===== src/sv/pcs_pkg.sv =====
// Shared types, constants and helpers of the configuration space scan engine.
package pcs_pkg;

  // Defaults for the top-level parameters
  localparam int unsigned BAR_COUNT_DEF     = 6;
  localparam int unsigned SLOTS_PER_BUS_DEF = 32;

  // Result queue depth; an item yields at most two result beats
  localparam int unsigned QDEPTH = 4;
  localparam int unsigned QCNT_W = $clog2(QDEPTH + 1);

  // Register map
  localparam int unsigned APB_AW   = 3;
  localparam int unsigned BUS_LIM_W = 9;
  localparam logic [BUS_LIM_W-1:0] BUS_LIMIT_RST = 9'd8;
  localparam logic REG_BUS_LIMIT = 1'b0;

  // Configuration dword offsets
  localparam logic [7:0] OFF_ID   = 8'h00;
  localparam logic [7:0] OFF_HDR  = 8'h0C;
  localparam logic [7:0] OFF_BAR0 = 8'h10;
  localparam logic [7:0] OFF_IRQ  = 8'h3C;
  localparam logic [15:0] VENDOR_NONE = 16'hFFFF;

  typedef enum logic {
    CMD_START = 1'b0,
    CMD_DATA  = 1'b1
  } cmd_e;

  typedef enum logic [1:0] {
    KIND_REQ  = 2'd0,
    KIND_BAR  = 2'd1,
    KIND_IRQ  = 2'd2,
    KIND_DONE = 2'd3
  } kind_e;

  typedef enum logic [2:0] {
    PH_IDLE = 3'd0,
    PH_ID0  = 3'd1,
    PH_HDR  = 3'd2,
    PH_IDF  = 3'd3,
    PH_BAR  = 3'd4,
    PH_IRQ  = 3'd5
  } phase_e;

  typedef struct packed {
    cmd_e        cmd;
    logic [15:0] target_vendor;
    logic [15:0] target_device;
    logic [31:0] read_data;
  } in_t;

  typedef struct packed {
    kind_e       kind;
    logic [31:0] config_address;
    logic [7:0]  bus_number;
    logic [4:0]  slot_number;
    logic [2:0]  function_number;
    logic [2:0]  bar_index;
    logic [31:0] report_value;
    logic        found;
    logic        last;
  } res_t;

  // Build a read request beat carrying its CONFIG_ADDRESS style address (enable, bus, slot, function, dword offset)
  function automatic res_t mk_req(logic [7:0] bus, logic [4:0] slot, logic [2:0] fn,
                                  logic [7:0] off);
    res_t r;
    r = '0;
    r.kind            = KIND_REQ;
    r.config_address  = {1'b1, 7'd0, bus, slot, fn, off[7:2], 2'b00};
    r.bus_number      = bus;
    r.slot_number     = slot;
    r.function_number = fn;
    return r;
  endfunction

  // Build a report or finish beat
  function automatic res_t mk_rep(kind_e kind, logic [7:0] bus, logic [4:0] slot,
                                  logic [2:0] fn, logic [2:0] bidx, logic [31:0] val,
                                  logic fnd, logic lst);
    res_t r;
    r = '0;
    r.kind            = kind;
    r.bus_number      = bus;
    r.slot_number     = slot;
    r.function_number = fn;
    r.bar_index       = bidx;
    r.report_value    = val;
    r.found           = fnd;
    r.last            = lst;
    return r;
  endfunction

endpackage


===== src/sv/pcs_in_if.sv =====
// Input channel: command and read data beats.
interface pcs_in_if import pcs_pkg::*; ();
  logic valid;
  logic ready;
  in_t  data;

  modport source (output valid, output data, input ready);
  modport sink (input valid, input data, output ready);
endinterface


===== src/sv/pcs_out_if.sv =====
// Output channel: read requests, reports and finish beats.
interface pcs_out_if import pcs_pkg::*; ();
  logic valid;
  logic ready;
  res_t data;

  modport source (output valid, output data, input ready);
  modport sink (input valid, input data, output ready);
endinterface


===== src/sv/pci_config_scan_engine.sv =====
// Top level of the configuration space scan engine.
// Usage:
//   in_ch carries beats of two kinds. A start beat latches the vendor and
//   device IDs and yields the first read request. A data beat delivers the
//   word of the last requested configuration read and advances the scan.
//   out_ch carries read requests, BAR reports, the IRQ line report and the
//   finish beat (last set, found tells whether a function matched).
//   The APB port holds bus_limit at address 0 (reset 8).
// Timing:
//   A beat's results are written into the registered output queue when it
//   is accepted. One input beat is taken every cycle while the four-entry
//   output queue has room for two results; a BAR or IRQ beat yields two
//   results, so the sustained rate is set by how fast out_ch drains.
// Reset clears the scan state and the queue and returns bus_limit to 8.
// When out_ch stalls, results wait in the queue and in_ch drops ready
// once fewer than two entries are free.
module pci_config_scan_engine import pcs_pkg::*; #(
  parameter int unsigned BAR_COUNT     = BAR_COUNT_DEF,
  parameter int unsigned SLOTS_PER_BUS = SLOTS_PER_BUS_DEF
) (
  input  logic              clk_i,
  input  logic              rst_ni,
  pcs_in_if.sink            in_ch,
  pcs_out_if.source         out_ch,
  input  logic              psel,
  input  logic              penable,
  input  logic              pwrite,
  input  logic [APB_AW-1:0] paddr,
  input  logic [31:0]       pwdata,
  output logic [31:0]       prdata,
  output logic              pready
);

  localparam logic [2:0] BAR_LIM  = 3'(BAR_COUNT);
  localparam logic [5:0] SLOT_LIM = 6'(SLOTS_PER_BUS);

  logic [BUS_LIM_W-1:0] bus_limit_q;

  phase_e      phase_q, phase_d;
  logic [7:0]  bus_q, bus_d;
  logic [4:0]  slot_q, slot_d;
  logic [2:0]  fn_q, fn_d;
  logic [2:0]  bar_q, bar_d;
  logic [15:0] vend_q, vend_d;
  logic [15:0] dev_q, dev_d;

  res_t              q_q [QDEPTH];
  res_t              q_d [QDEPTH];
  logic [QCNT_W-1:0] cnt_q, cnt_d;

  logic        in_acc, pop;
  logic [1:0]  nres;
  res_t        r0, r1;
  logic        go_next, go_bar, is_match;
  logic [8:0]  nb;
  logic [4:0]  slot_inc;
  logic [2:0]  bar_nx;
  logic [31:0] data;
  logic [QCNT_W-1:0] base;

  // APB register port
  assign pready = 1'b1;
  assign prdata = (paddr[2] == REG_BUS_LIMIT) ? {{(32-BUS_LIM_W){1'b0}}, bus_limit_q} : 32'd0;

  always_ff @(posedge clk_i or negedge rst_ni) begin
    if (!rst_ni) begin
      bus_limit_q <= BUS_LIMIT_RST;
    end else if (psel && penable && pwrite && pready && (paddr[2] == REG_BUS_LIMIT)) begin
      bus_limit_q <= pwdata[BUS_LIM_W-1:0];
    end
  end

  // Handshakes
  assign in_acc       = in_ch.valid && in_ch.ready;
  assign pop          = out_ch.valid && out_ch.ready;
  assign in_ch.ready  = (cnt_q <= QCNT_W'(QDEPTH - 2));
  assign out_ch.valid = (cnt_q != '0);
  assign out_ch.data  = q_q[0];

  assign data     = in_ch.data.read_data;
  assign is_match = (data[15:0] == vend_q) && (data[31:16] == dev_q);
  assign nb       = {1'b0, bus_q} + 9'd1;
  assign slot_inc = slot_q + 5'd1;
  assign bar_nx   = bar_q + 3'd1;

  // Scan state register
  always_ff @(posedge clk_i or negedge rst_ni) begin
    if (!rst_ni) begin
      phase_q <= PH_IDLE;
      bus_q   <= '0;
      slot_q  <= '0;
      fn_q    <= '0;
      bar_q   <= '0;
      vend_q  <= '0;
      dev_q   <= '0;
    end else begin
      phase_q <= phase_d;
      bus_q   <= bus_d;
      slot_q  <= slot_d;
      fn_q    <= fn_d;
      bar_q   <= bar_d;
      vend_q  <= vend_d;
      dev_q   <= dev_d;
    end
  end

  // Advance the scan by one beat and form its result beats
  always_comb begin
    phase_d = phase_q;
    bus_d   = bus_q;
    slot_d  = slot_q;
    fn_d    = fn_q;
    bar_d   = bar_q;
    vend_d  = vend_q;
    dev_d   = dev_q;
    nres    = 2'd0;
    r0      = '0;
    r1      = '0;
    go_next = 1'b0;
    go_bar  = 1'b0;
    if (in_acc) begin
      if (in_ch.data.cmd == CMD_START) begin
        vend_d  = in_ch.data.target_vendor;
        dev_d   = in_ch.data.target_device;
        bus_d   = '0;
        slot_d  = '0;
        fn_d    = '0;
        bar_d   = '0;
        phase_d = PH_ID0;
        r0      = mk_req(8'd0, 5'd0, 3'd0, OFF_ID);
        nres    = 2'd1;
      end else begin
        unique case (phase_q)
          PH_ID0: begin
            if (data[15:0] == VENDOR_NONE) begin
              go_next = 1'b1;
            end else if (is_match) begin
              go_bar = 1'b1;
            end else begin
              phase_d = PH_HDR;
              r0      = mk_req(bus_q, slot_q, fn_q, OFF_HDR);
              nres    = 2'd1;
            end
          end
          PH_HDR: begin
            // header type bit 7 marks a multi-function device
            if (data[23]) begin
              fn_d    = 3'd1;
              phase_d = PH_IDF;
              r0      = mk_req(bus_q, slot_q, 3'd1, OFF_ID);
              nres    = 2'd1;
            end else begin
              go_next = 1'b1;
            end
          end
          PH_IDF: begin
            if ((data[15:0] != VENDOR_NONE) && is_match) begin
              go_bar = 1'b1;
            end else if (fn_q == 3'd7) begin
              go_next = 1'b1;
            end else begin
              fn_d = fn_q + 3'd1;
              r0   = mk_req(bus_q, slot_q, fn_q + 3'd1, OFF_ID);
              nres = 2'd1;
            end
          end
          PH_BAR: begin
            r0    = mk_rep(KIND_BAR, bus_q, slot_q, fn_q, bar_q, data, 1'b0, 1'b0);
            bar_d = bar_nx;
            if (bar_nx < BAR_LIM) begin
              r1 = mk_req(bus_q, slot_q, fn_q, OFF_BAR0 + {3'd0, bar_nx, 2'b00});
            end else begin
              phase_d = PH_IRQ;
              r1      = mk_req(bus_q, slot_q, fn_q, OFF_IRQ);
            end
            nres = 2'd2;
          end
          PH_IRQ: begin
            r0      = mk_rep(KIND_IRQ, bus_q, slot_q, fn_q, 3'd0, {24'd0, data[7:0]},
                             1'b0, 1'b0);
            r1      = mk_rep(KIND_DONE, bus_q, slot_q, fn_q, 3'd0, 32'd0, 1'b1, 1'b1);
            phase_d = PH_IDLE;
            nres    = 2'd2;
          end
          default: begin
            // data while idle is dropped
          end
        endcase
      end
    end

    // Matching function: start the BAR reads
    if (go_bar) begin
      phase_d = PH_BAR;
      bar_d   = '0;
      r0      = mk_req(bus_q, slot_q, fn_q, OFF_BAR0);
      nres    = 2'd1;
    end

    // Move on to the next slot, the next bus or finish
    if (go_next) begin
      fn_d = '0;
      nres = 2'd1;
      if ((slot_inc == 5'd0) || ({1'b0, slot_inc} >= SLOT_LIM)) begin
        slot_d = '0;
        if ((nb >= bus_limit_q) || nb[8]) begin
          phase_d = PH_IDLE;
          r0      = mk_rep(KIND_DONE, bus_q, 5'd0, 3'd0, 3'd0, 32'd0, 1'b0, 1'b1);
        end else begin
          bus_d   = nb[7:0];
          phase_d = PH_ID0;
          r0      = mk_req(nb[7:0], 5'd0, 3'd0, OFF_ID);
        end
      end else begin
        slot_d  = slot_inc;
        phase_d = PH_ID0;
        r0      = mk_req(bus_q, slot_inc, 3'd0, OFF_ID);
      end
    end
  end

  // Output queue: shift on pop, append new beats behind the survivors
  always_comb begin
    base = cnt_q - QCNT_W'(pop);
    for (int i = 0; i < QDEPTH; i++) begin
      if (pop && (i < QDEPTH - 1)) begin
        q_d[i] = q_q[(i + 1) % QDEPTH];
      end else begin
        q_d[i] = q_q[i];
      end
      if ((nres != 2'd0) && (QCNT_W'(i) == base)) begin
        q_d[i] = r0;
      end
      if ((nres == 2'd2) && (QCNT_W'(i) == base + QCNT_W'(1))) begin
        q_d[i] = r1;
      end
    end
    cnt_d = base + QCNT_W'(nres);
  end

  always_ff @(posedge clk_i) begin
    for (int i = 0; i < QDEPTH; i++) begin
      q_q[i] <= q_d[i];
    end
  end

  always_ff @(posedge clk_i or negedge rst_ni) begin
    if (!rst_ni) begin
      cnt_q <= '0;
    end else begin
      cnt_q <= cnt_d;
    end
  end

`ifndef SYNTHESIS
  a_cnt_bound: assert property (@(posedge clk_i) disable iff (!rst_ni)
    cnt_q <= QCNT_W'(QDEPTH))
    else $error("result queue overfilled");

  a_start_scan: assert property (@(posedge clk_i) disable iff (!rst_ni)
    in_acc && (in_ch.data.cmd == CMD_START) |=> (phase_q == PH_ID0) && (bus_q == 8'd0)
      && (slot_q == 5'd0))
    else $error("start beat did not restart the scan");

  a_idle_drop: assert property (@(posedge clk_i) disable iff (!rst_ni)
    in_acc && (in_ch.data.cmd == CMD_DATA) && (phase_q == PH_IDLE)
      |=> cnt_q == $past(cnt_q - QCNT_W'(pop)))
    else $error("data beat while idle produced a result");

  a_bar_range: assert property (@(posedge clk_i) disable iff (!rst_ni)
    (phase_q == PH_BAR) |-> (bar_q < BAR_LIM))
    else $error("BAR counter out of range");

  a_slot_range: assert property (@(posedge clk_i) disable iff (!rst_ni)
    {1'b0, slot_q} < SLOT_LIM)
    else $error("slot beyond slots per bus");
`endif

endmodule


===== src/flat_wrapper.sv =====
// flat-port wrapper written by rule: the top's interface ports become plain ports
module pci_config_scan_engine_flat import pcs_pkg::*;
#(
  parameter int unsigned BAR_COUNT     = BAR_COUNT_DEF,
  parameter int unsigned SLOTS_PER_BUS = SLOTS_PER_BUS_DEF
)
  (clk_i, rst_ni, psel, penable, pwrite, paddr, pwdata, prdata, pready, in_ch_valid, in_ch_data, in_ch_ready, out_ch_valid, out_ch_data, out_ch_ready);
  pcs_in_if in_ch_i ();
  pcs_out_if out_ch_i ();
  input  logic clk_i;
  input  logic rst_ni;
  input  logic psel;
  input  logic penable;
  input  logic pwrite;
  input  logic [APB_AW-1:0] paddr;
  input  logic [31:0] pwdata;
  output logic [31:0] prdata;
  output logic pready;
  input wire logic [$bits(in_ch_i.valid)-1:0] in_ch_valid;
  input wire logic [$bits(in_ch_i.data)-1:0] in_ch_data;
  output wire logic [$bits(in_ch_i.ready)-1:0] in_ch_ready;
  output wire logic [$bits(out_ch_i.valid)-1:0] out_ch_valid;
  output wire logic [$bits(out_ch_i.data)-1:0] out_ch_data;
  input wire logic [$bits(out_ch_i.ready)-1:0] out_ch_ready;
  assign in_ch_i.valid = in_ch_valid;
  assign in_ch_i.data = in_ch_data;
  assign in_ch_ready = in_ch_i.ready;
  assign out_ch_valid = out_ch_i.valid;
  assign out_ch_data = out_ch_i.data;
  assign out_ch_i.ready = out_ch_ready;
  pci_config_scan_engine #(.BAR_COUNT(BAR_COUNT), .SLOTS_PER_BUS(SLOTS_PER_BUS)) u_core (.clk_i(clk_i), .rst_ni(rst_ni), .in_ch(in_ch_i), .out_ch(out_ch_i), .psel(psel), .penable(penable), .pwrite(pwrite), .paddr(paddr), .pwdata(pwdata), .prdata(prdata), .pready(pready));
endmodule

===== config.mk =====
export PLATFORM = sky130hd
export DESIGN_NAME = pci_config_scan_engine_flat
export DESIGN_NICKNAME = d
export VERILOG_FILES = /design/src/sv/pcs_pkg.sv /design/src/sv/pcs_in_if.sv /design/src/sv/pcs_out_if.sv /design/src/sv/pci_config_scan_engine.sv /design/src/flat_wrapper.sv
export SDC_FILE = /design/constraint.sdc
export NUM_CORES = 1
export LEC_CHECK = 0
export ABC_CLOCK_PERIOD_IN_PS = 11900
export BUFFER_PORTS_ARGS = -buffer_cell sky130_fd_sc_hd__buf_2
export CAP_MARGIN = 20
export CORE_UTILIZATION = 31
export DETAILED_ROUTE_END_ITERATION = 8
export GPL_TIMING_DRIVEN = 0
export PLACE_DENSITY = 0.57
export SYNTH_ARGS = -nofsm -noshare
export SYNTH_HDL_FRONTEND = slang
export SYNTH_SLANG_ARGS = --single-unit

===== constraint.sdc =====
create_clock -name clk_i -period 11.9 [get_ports clk_i]
set_input_delay 2.38 -clock clk_i [delete_from_list [all_inputs] [get_ports clk_i]]
set_output_delay 2.38 -clock clk_i [all_outputs]
set_load 0.01 [all_outputs]

==> reports/metrics.yaml, run 1 <==
status: "finished, final reports clean"
cts_tree: "done"
irDropWorstVdd_mv: 0.1004
portBuffers: 167
die_w_um: 244.9
start_kind: "primary input"
cp-startpoint: "out_ch_ready"
drv_slew: 0
synthArstFlopShare_pct: 17.84
skew_ns: 0.02686
synth_top_cell_area_share_pct: 26.92
hp-class: "flip-flop to flip-flop"
rr_worst_depth: 17
grt_pass1_wl_mm: 96.54
grt_usage_pct: 21.04
clock_path_buffers: 3
num_io_pins: 229
finalWorstSetupSlack_ns: 4.823
max_slew_margin_pct: 23.68
cts_resized: 0
grt_overflow_total: 0
drtIter0Drc: 1583
drc: 0
finalNetCount: 2349
required_ns: 12.09
r2r_end: "u_core.q_q[3][49]"
dr.pass1.iters: 6
hold_viol: 0
wl_per_cell_um: 21.27
synth-edff-count: 164
clk_latency_ns: 0.59
path_clk_slew_ns: 0.06
placed_area_um2: 20320
fill_cells: 5887
power_density_nw_per_um2: 187.3
hold_buffers: 0
synth_seq_cells: 370
rsz0062_at_grt: "no"
synth_area_um2: 18300
die-height_um: 244.9
dp.cells: 2940
min_period_over_period_pct: 59.47
core_um2: 58030
yosysWarnings: 0
grt_pass1_vias: 15622
synthTopCellsByCount: "436 x nand2_1, 206 x o21ai_0, 174 x nand3_1"
via_count: 16416
synth_cell_type_count: 81
hold_end: "u_core.q_q[3][20]"
timing.rr.start: "u_core.cnt_q[0]"
fin_tns_setup_ns: 0
grt_max_degree: 67
cts_setup_buffers: 0
ys.flop_type: "edfxtp_1"
rows: 88
synth_most_common_cell: "nand2_1"
worstMarginPinSlew_ns: 1.135
die_area_um2: 60000
maxCapViolCount: 0
clkSinkCount: 370
p_leak_nw: 8.516
initial_core_util_pct: 31.53
vias_per_cell: 5.438
cts_buffers: 43
cts_root_buf: "clkbuf_16"
power_mw: 4.059
gp_congestion: 0.9098
postRouteAntennaNets: 0
cp.arrival_ns: 7.27
final_cells: 3019
syn_avg_cell_area_um2: 9.287
critical_path_class: "primary input to flip-flop"
antenna_found_initial: 1
pre_cts_ws_ns: 4.285
area_growth_pct: 18.47
final_design_area_no_fill_um2: 21680
r2r_slack_ns: 5.83
drive_gt1_share_pct: 17.62
synthTopCellsByArea: "edfxtp_1 27%, dfxtp_1 15%, nand2_1 8.9%"
hold_start: "u_core.q_q[3][20]"
wirelength_mm: 64.20
dpl.hpwl_mm: 48.65
h-tree-depth: 2
hold_depth: 2
ys_seq_area_share_pct: 51.27
cp-end-kind: "flip-flop"
setup_violations: 0
synth_cells: 1970
cp_max_fo: 42
fmax_mhz: 141.3
layout_min_cycle_time_ns: 7.077
synth_top_cell_by_area: "edfxtp_1"
[cell usage in the layout, fill, tap and decap left out, types with 8 or more instances in the layout]
master,Yosys,layout
nor4_1,9,9
conb_1,2,35
clkbuf_1,96,111
xnor2_1,21,21
mux2_2,42,42
o22a_1,8,8
nand3_1,174,174
nand2b_1,9,9
buf_2,40,208
o221ai_1,14,14
dfrtp_1,65,65
a211oi_1,10,10
a21oi_1,40,40
nand2_1,436,433
a221o_1,56,56
nand4_1,14,14
dfxtp_1,140,140
o22ai_1,18,18
a2bb2oi_1,19,19
a22o_1,9,9
nor2_1,77,77
inv_1,31,30
o21ai_0,206,206
edfxtp_1,164,164
clkbuf_16,0,43
xor2_1,18,18
and3_1,9,9
nor3_1,43,43
a21o_1,10,10
ha_1,20,20
buf_4,40,41
[state kept, by name, indices dropped and copies added (netlist names)]
signal and flops:
u_core.bus_limit_q 9, u_core.bar_q 3, u_core.slot_q 5, u_core.dev_q 16
u_core.phase_q 3, u_core.q_q 304, u_core.bus_q 8, u_core.fn_q 3
u_core.cnt_q 3, u_core.vend_q 16
[worst max-delay path: stages]
cell and delay [ns]:
buf_2 0.08, nand2_1 0.35, inv_2 0.27, clkbuf_1 0.51
ha_1 0.26, ha_1 0.15, xor2_1 0.42, inv_1 0.16
ha_1 0.37, nand2_1 0.17, or2_2 0.14, clkbuf_1 0.59
o311a_1 0.28, buf_2 0.23, nor2_1 0.15, inv_2 0.71
[how the worst max path moves through the flow]
| stage | to | slack (ns) | cells past startpoint |
|---|---|---|---|
| 6_report | u_core.q_q[3][49] | 4.82 | 16 |
| 4_1_cts | u_core.q_q[3][50] | 4.89 | 16 |
| 3_3_place_gp | u_core.q_q[3][49] | 3.86 | 16 |
| 5_1_grt | u_core.q_q[3][44] | 4.48 | 17 |
| 2_1_floorplan | u_core.q_q[3][0] | 5.74 | 15 |
| 3_5_place_dp | u_core.q_q[3][46] | 4.28 | 16 |
[layer usage]
metal	vias to the layer above	global-route usage [%]	part of all wire, %
li1	7552	-	-
met1	7951	28.13	42
met2	776	33.44	45
met3	137	4.308	9.0
met4	0	7.757	3.5
met5	-	0	0
[stage by stage]
stage,util (%),hold slack [ns]
5_1_grt,37.36,0.5042
4_1_cts,37.34,0.4759
6_report,37.36,0.4713
3_5_place_dp,35.01,0.4619
3_3_place_gp,34.83,0.4540
2_1_floorplan,-,0.4438
[cells by family after synthesis]
| family | count (synthesis) | synth area share [%] |
|---|---|---|
| muxes | 43 | 2.640 |
| AOI/OAI and AO/OA | 466 | 17.55 |
| xor gates and xnor gates | 39 | 1.867 |
| other | 2 | 0.04105 |
| and+or+nand+nor | 811 | 19.51 |
| DFF | 370 | 51.27 |
| adders and majority gates | 21 | 1.477 |
| buffers and inverters | 218 | 5.649 |
[power breakdown]
group	switching, mW	internal (mW)	total (mW)
Sequential	0.110	1.63	1.74
Clock	0.548	0.741	1.29
Combinational	0.665	0.370	1.03
Total	1.32	2.74	4.06
[layout make-up]
type                       instances  area (µm²)  area share (%)
clock inverter                    11       118.9          0.5484
sequential                       370        9380           43.28
buffer                           185       909.6           4.196
antenna                            1       2.502         0.01154
multi-input combinational       1415        8014           36.97
timing repair buffer             173       935.9           4.318
inverter                          33       123.9          0.5715
clock buffer                      66        1234           5.692
tap                              765       957.2           4.416
Power figures use the tool's default switching activity.
==> inputs of run 2 (changes only) <==
ABC_AREA = 1   (was not set)
ABC_CLOCK_PERIOD_IN_PS = 6300   (was 11900)
PLACE_DENSITY = 0.58   (was 0.57)
clock period = 6.3 ns   (was 11.9 ns; I/O delays follow)
==> reports/metrics.yaml, run 2 <==
vias_per_cell: 4.880  # -10%
p_comb_share_pct: 36.0  # +10 points
synth_cells: 3092  # +57%
die_area_um2: 69930  # +17%
synth-edff-count: 164  # unchanged
critical_path_class: "primary input to flip-flop"
p_leak_nw: 12.10  # +42%
grt_usage_pct: 21.54  # +0.49 points
initial_core_util_pct: 31.57  # +0.036 points
synthTopCellsByCount: "1128 x nand2_1, 371 x inv_1, 345 x nand3_1"
cts_tree: "done"
grt_pass1_vias: 19062  # +22%
clkSinkCount: 370  # unchanged
grt_overflow_total: 0  # unchanged
final_common_cell: "nand2_1"
switching_share_pct: 38.76  # +6.2 points
fmax_mhz: 172.0
grt_pass1_wl_mm: 116.2  # +20%
cp_max_fo: 28  # -33%
portBuffers: 166  # -0.60%
synth_most_common_cell: "nand2_1"
maxCapViolCount: 0  # unchanged
p_int_mw: 6.004  # +120%
holdWs_ns: 0.4712  # -0.0001140 ns
drtIter0Drc: 2270  # +43%
ys_seq_area_share_pct: 43.93  # -7.3 points
syn_avg_cell_area_um2: 6.905  # -26%
power_density_nw_per_um2: 393.9  # +110%
core_um2: 67630  # +17%
synthTopCellsByArea: "edfxtp_1 23%, nand2_1 20%, dfxtp_1 13%"
die_w_um: 264.4  # +8.0%
cts_root_buf: "clkbuf_16"
required_ns: 6.62  # -5.47 ns
synth_top_cell_area_share_pct: 23.07  # -3.9 points
reg_top3: "u_core.q_q: 304 flops, u_core.dev_q: 16 flops, u_core.vend_q: 16 flops"
rsz0062_at_grt: "no"
rows: 95  # +8.0%
power_mw: 9.804  # +140%
skew_ns: 0.02759  # +0.0007299 ns
cts_resized: 1  # +1
worstMarginPinSlew_ns: 1.130  # -0.005445 ns
pre_cts_ws_ns: -0.6617  # -4.947 ns
area_growth_pct: 16.57
hold_buffers: 0  # unchanged
ys.flop_type: "edfxtp_1"
via_count: 20727  # +26%
layout_min_cycle_time_ns: 5.815
pwr-share-clk_pct: 25.1  # -6.7 points
status: "finished, final reports clean"
grt_max_degree: 55  # -18%
drc: 0  # unchanged
fin_tns_setup_ns: 0  # unchanged
synthArstFlopShare_pct: 17.84  # unchanged
finalWorstSetupSlack_ns: 0.4850  # -4.338 ns
cp.arrival_ns: 6.14  # -1.13 ns
dpl.hpwl_mm: 59.15  # +22%
largest_reg_flops: 304  # unchanged
max_slew_margin_pct: 24.41  # +0.73 points
wirelength_mm: 76.34  # +19%
cp-end-kind: "flip-flop"
irDropWorstVdd_mv: 0.1969  # +96%
hp-class: "flip-flop to flip-flop"
clk_latency_ns: 0.59  # about the same
start_kind: "primary input"
synth_cell_type_count: 43  # -47%
antenna_found_initial: 3  # +2
cts_setup_buffers: 0  # unchanged
path_clk_slew_ns: 0.06  # about the same
gp_congestion: 0.9320  # +2.4%
fill_cells: 7185  # +22%
pwr-share-seq_pct: 38.9  # -3.9 points
clock_path_buffers: 3  # unchanged
layout_common_cells: "1126 x nand2_1, 371 x inv_1, 344 x nand3_1"
die-height_um: 264.4  # +8.0%
setup_violations: 0  # unchanged
num_io_pins: 229  # unchanged
hold_viol: 0  # unchanged
finalNetCount: 3470  # +48%
switching_power_mw: 3.800  # +190%
drive_gt1_share_pct: 10.61  # -7.0 points
synth_area_um2: 21350  # +17%
synth_top_cell_by_area: "edfxtp_1"
yosysWarnings: 0  # unchanged
synth_seq_cells: 370  # unchanged
drv_slew: 0  # unchanged
regMostFlops: "u_core.q_q"
cts_buffers: 43  # unchanged
h-tree-depth: 2  # unchanged
dr.pass1.iters: 5  # -1
wl_per_cell_um: 17.97  # -15%
postRouteAntennaNets: 0  # unchanged
min_period_over_period_pct: 92.30
-- run 2: cell types whose count changed in the layout (fill, tap and decap cells not counted), moves of 19 or more --
cell,change
a2bb2oi_1,-19
a221o_1,-56
inv_1,+341
nor2_1,+199
o21ai_0,-102
nand2_1,+693
nand4_1,+112
nand3_1,+170
mux2_2,-42
nor3_1,-30
-- run 2: cell families after synthesis --
logic type	Yosys count	share of synthesized area, %
adders and majority gates	21	1.266
buffers and inverters	599	11.91
AOI/OAI and AO/OA	155	3.862
other	2	0.03517
DFF	370	43.93
and+or+nand+nor	1916	37.80
xor gates and xnor gates	29	1.190
-- run 2: path summary, 6_finish.rpt --
check / to / cells after the start / startpoint / slack [ns]
max reg2reg: u_core.q_q[2][48] / 18 / u_core.cnt_q[2] / 0.57
min: u_core.q_q[3][20] / 2 / u_core.q_q[3][20] / 0.47
max: u_core.q_q[2][48] / 17 / out_ch_ready / 0.48
max in group asynchronous: u_core.bus_limit_q[3] / 2 / rst_ni / 5.17
min reg2reg: u_core.q_q[3][20] / 2 / u_core.q_q[3][20] / 0.47
min in group asynchronous: u_core.vend_q[13] / 1 / rst_ni / 0.53
-- run 2: final cells by class --
cell class / instances / area (µm²) / share of cell area [%]
Timing Repair Buffer: 173 / 963.4 / 3.871
Antenna cell: 1 / 2.502 / 0.01005
Multi-Input combinational cell: 2156 / 9565 / 38.43
Sequential cell: 370 / 9380 / 37.69
Clock inverter: 11 / 113.9 / 0.4575
Clock buffer: 65 / 1230 / 4.942
Inverter: 381 / 1430 / 5.746
Tap cell: 873 / 1092 / 4.389
Buffer: 217 / 1111 / 4.464
-- run 2: power groups by stage --
stage | Clock (mW) | Combinational [mW] | Sequential [mW]
CTS | 2.51 | 3.52 | 3.81
global route | 2.59 | 3.96 | 3.89
floorplan | 0 | 2.22 | 3.89
detailed placement | 0 | 3.50 | 3.86
finish | 2.46 | 3.53 | 3.81
global placement | 0 | 3.43 | 3.85
-- run 2: critical path, stage by stage --
cell	delay, ns
buf_2	0.10
nand2_1	0.38
clkbuf_1	0.45
clkbuf_2	0.47
inv_1	0.09
ha_1	0.20
ha_1	0.19
xnor2_1	0.38
ha_1	0.32
inv_1	0.12
nor2_1	0.08
inv_1	0.11
nor2_1	0.10
inv_1	0.52
buf_1	0.40
nand3_2	0.56
buf_12	0.38
-- run 2: per-layer routing --
metal,vias to the layer above,share of wire [%],global-route usage [%]
li1,10238,-,-
met1,9420,45,30.82
met2,950,43,33.34
met3,115,8.9,3.391
met4,4,2.3,6.160
met5,-,0.030,0
-- run 2: metrics by stage --
stage          cells  utilization, %  cell area (µm²)
6_report        4247           36.80            24890
4_1_cts         4247           36.80            24890
3_5_place_dp    4171           34.81            23550
2_1_floorplan   3125               -            21470
5_1_grt         4247           36.80            24890
3_3_place_gp    4164           34.59            23400
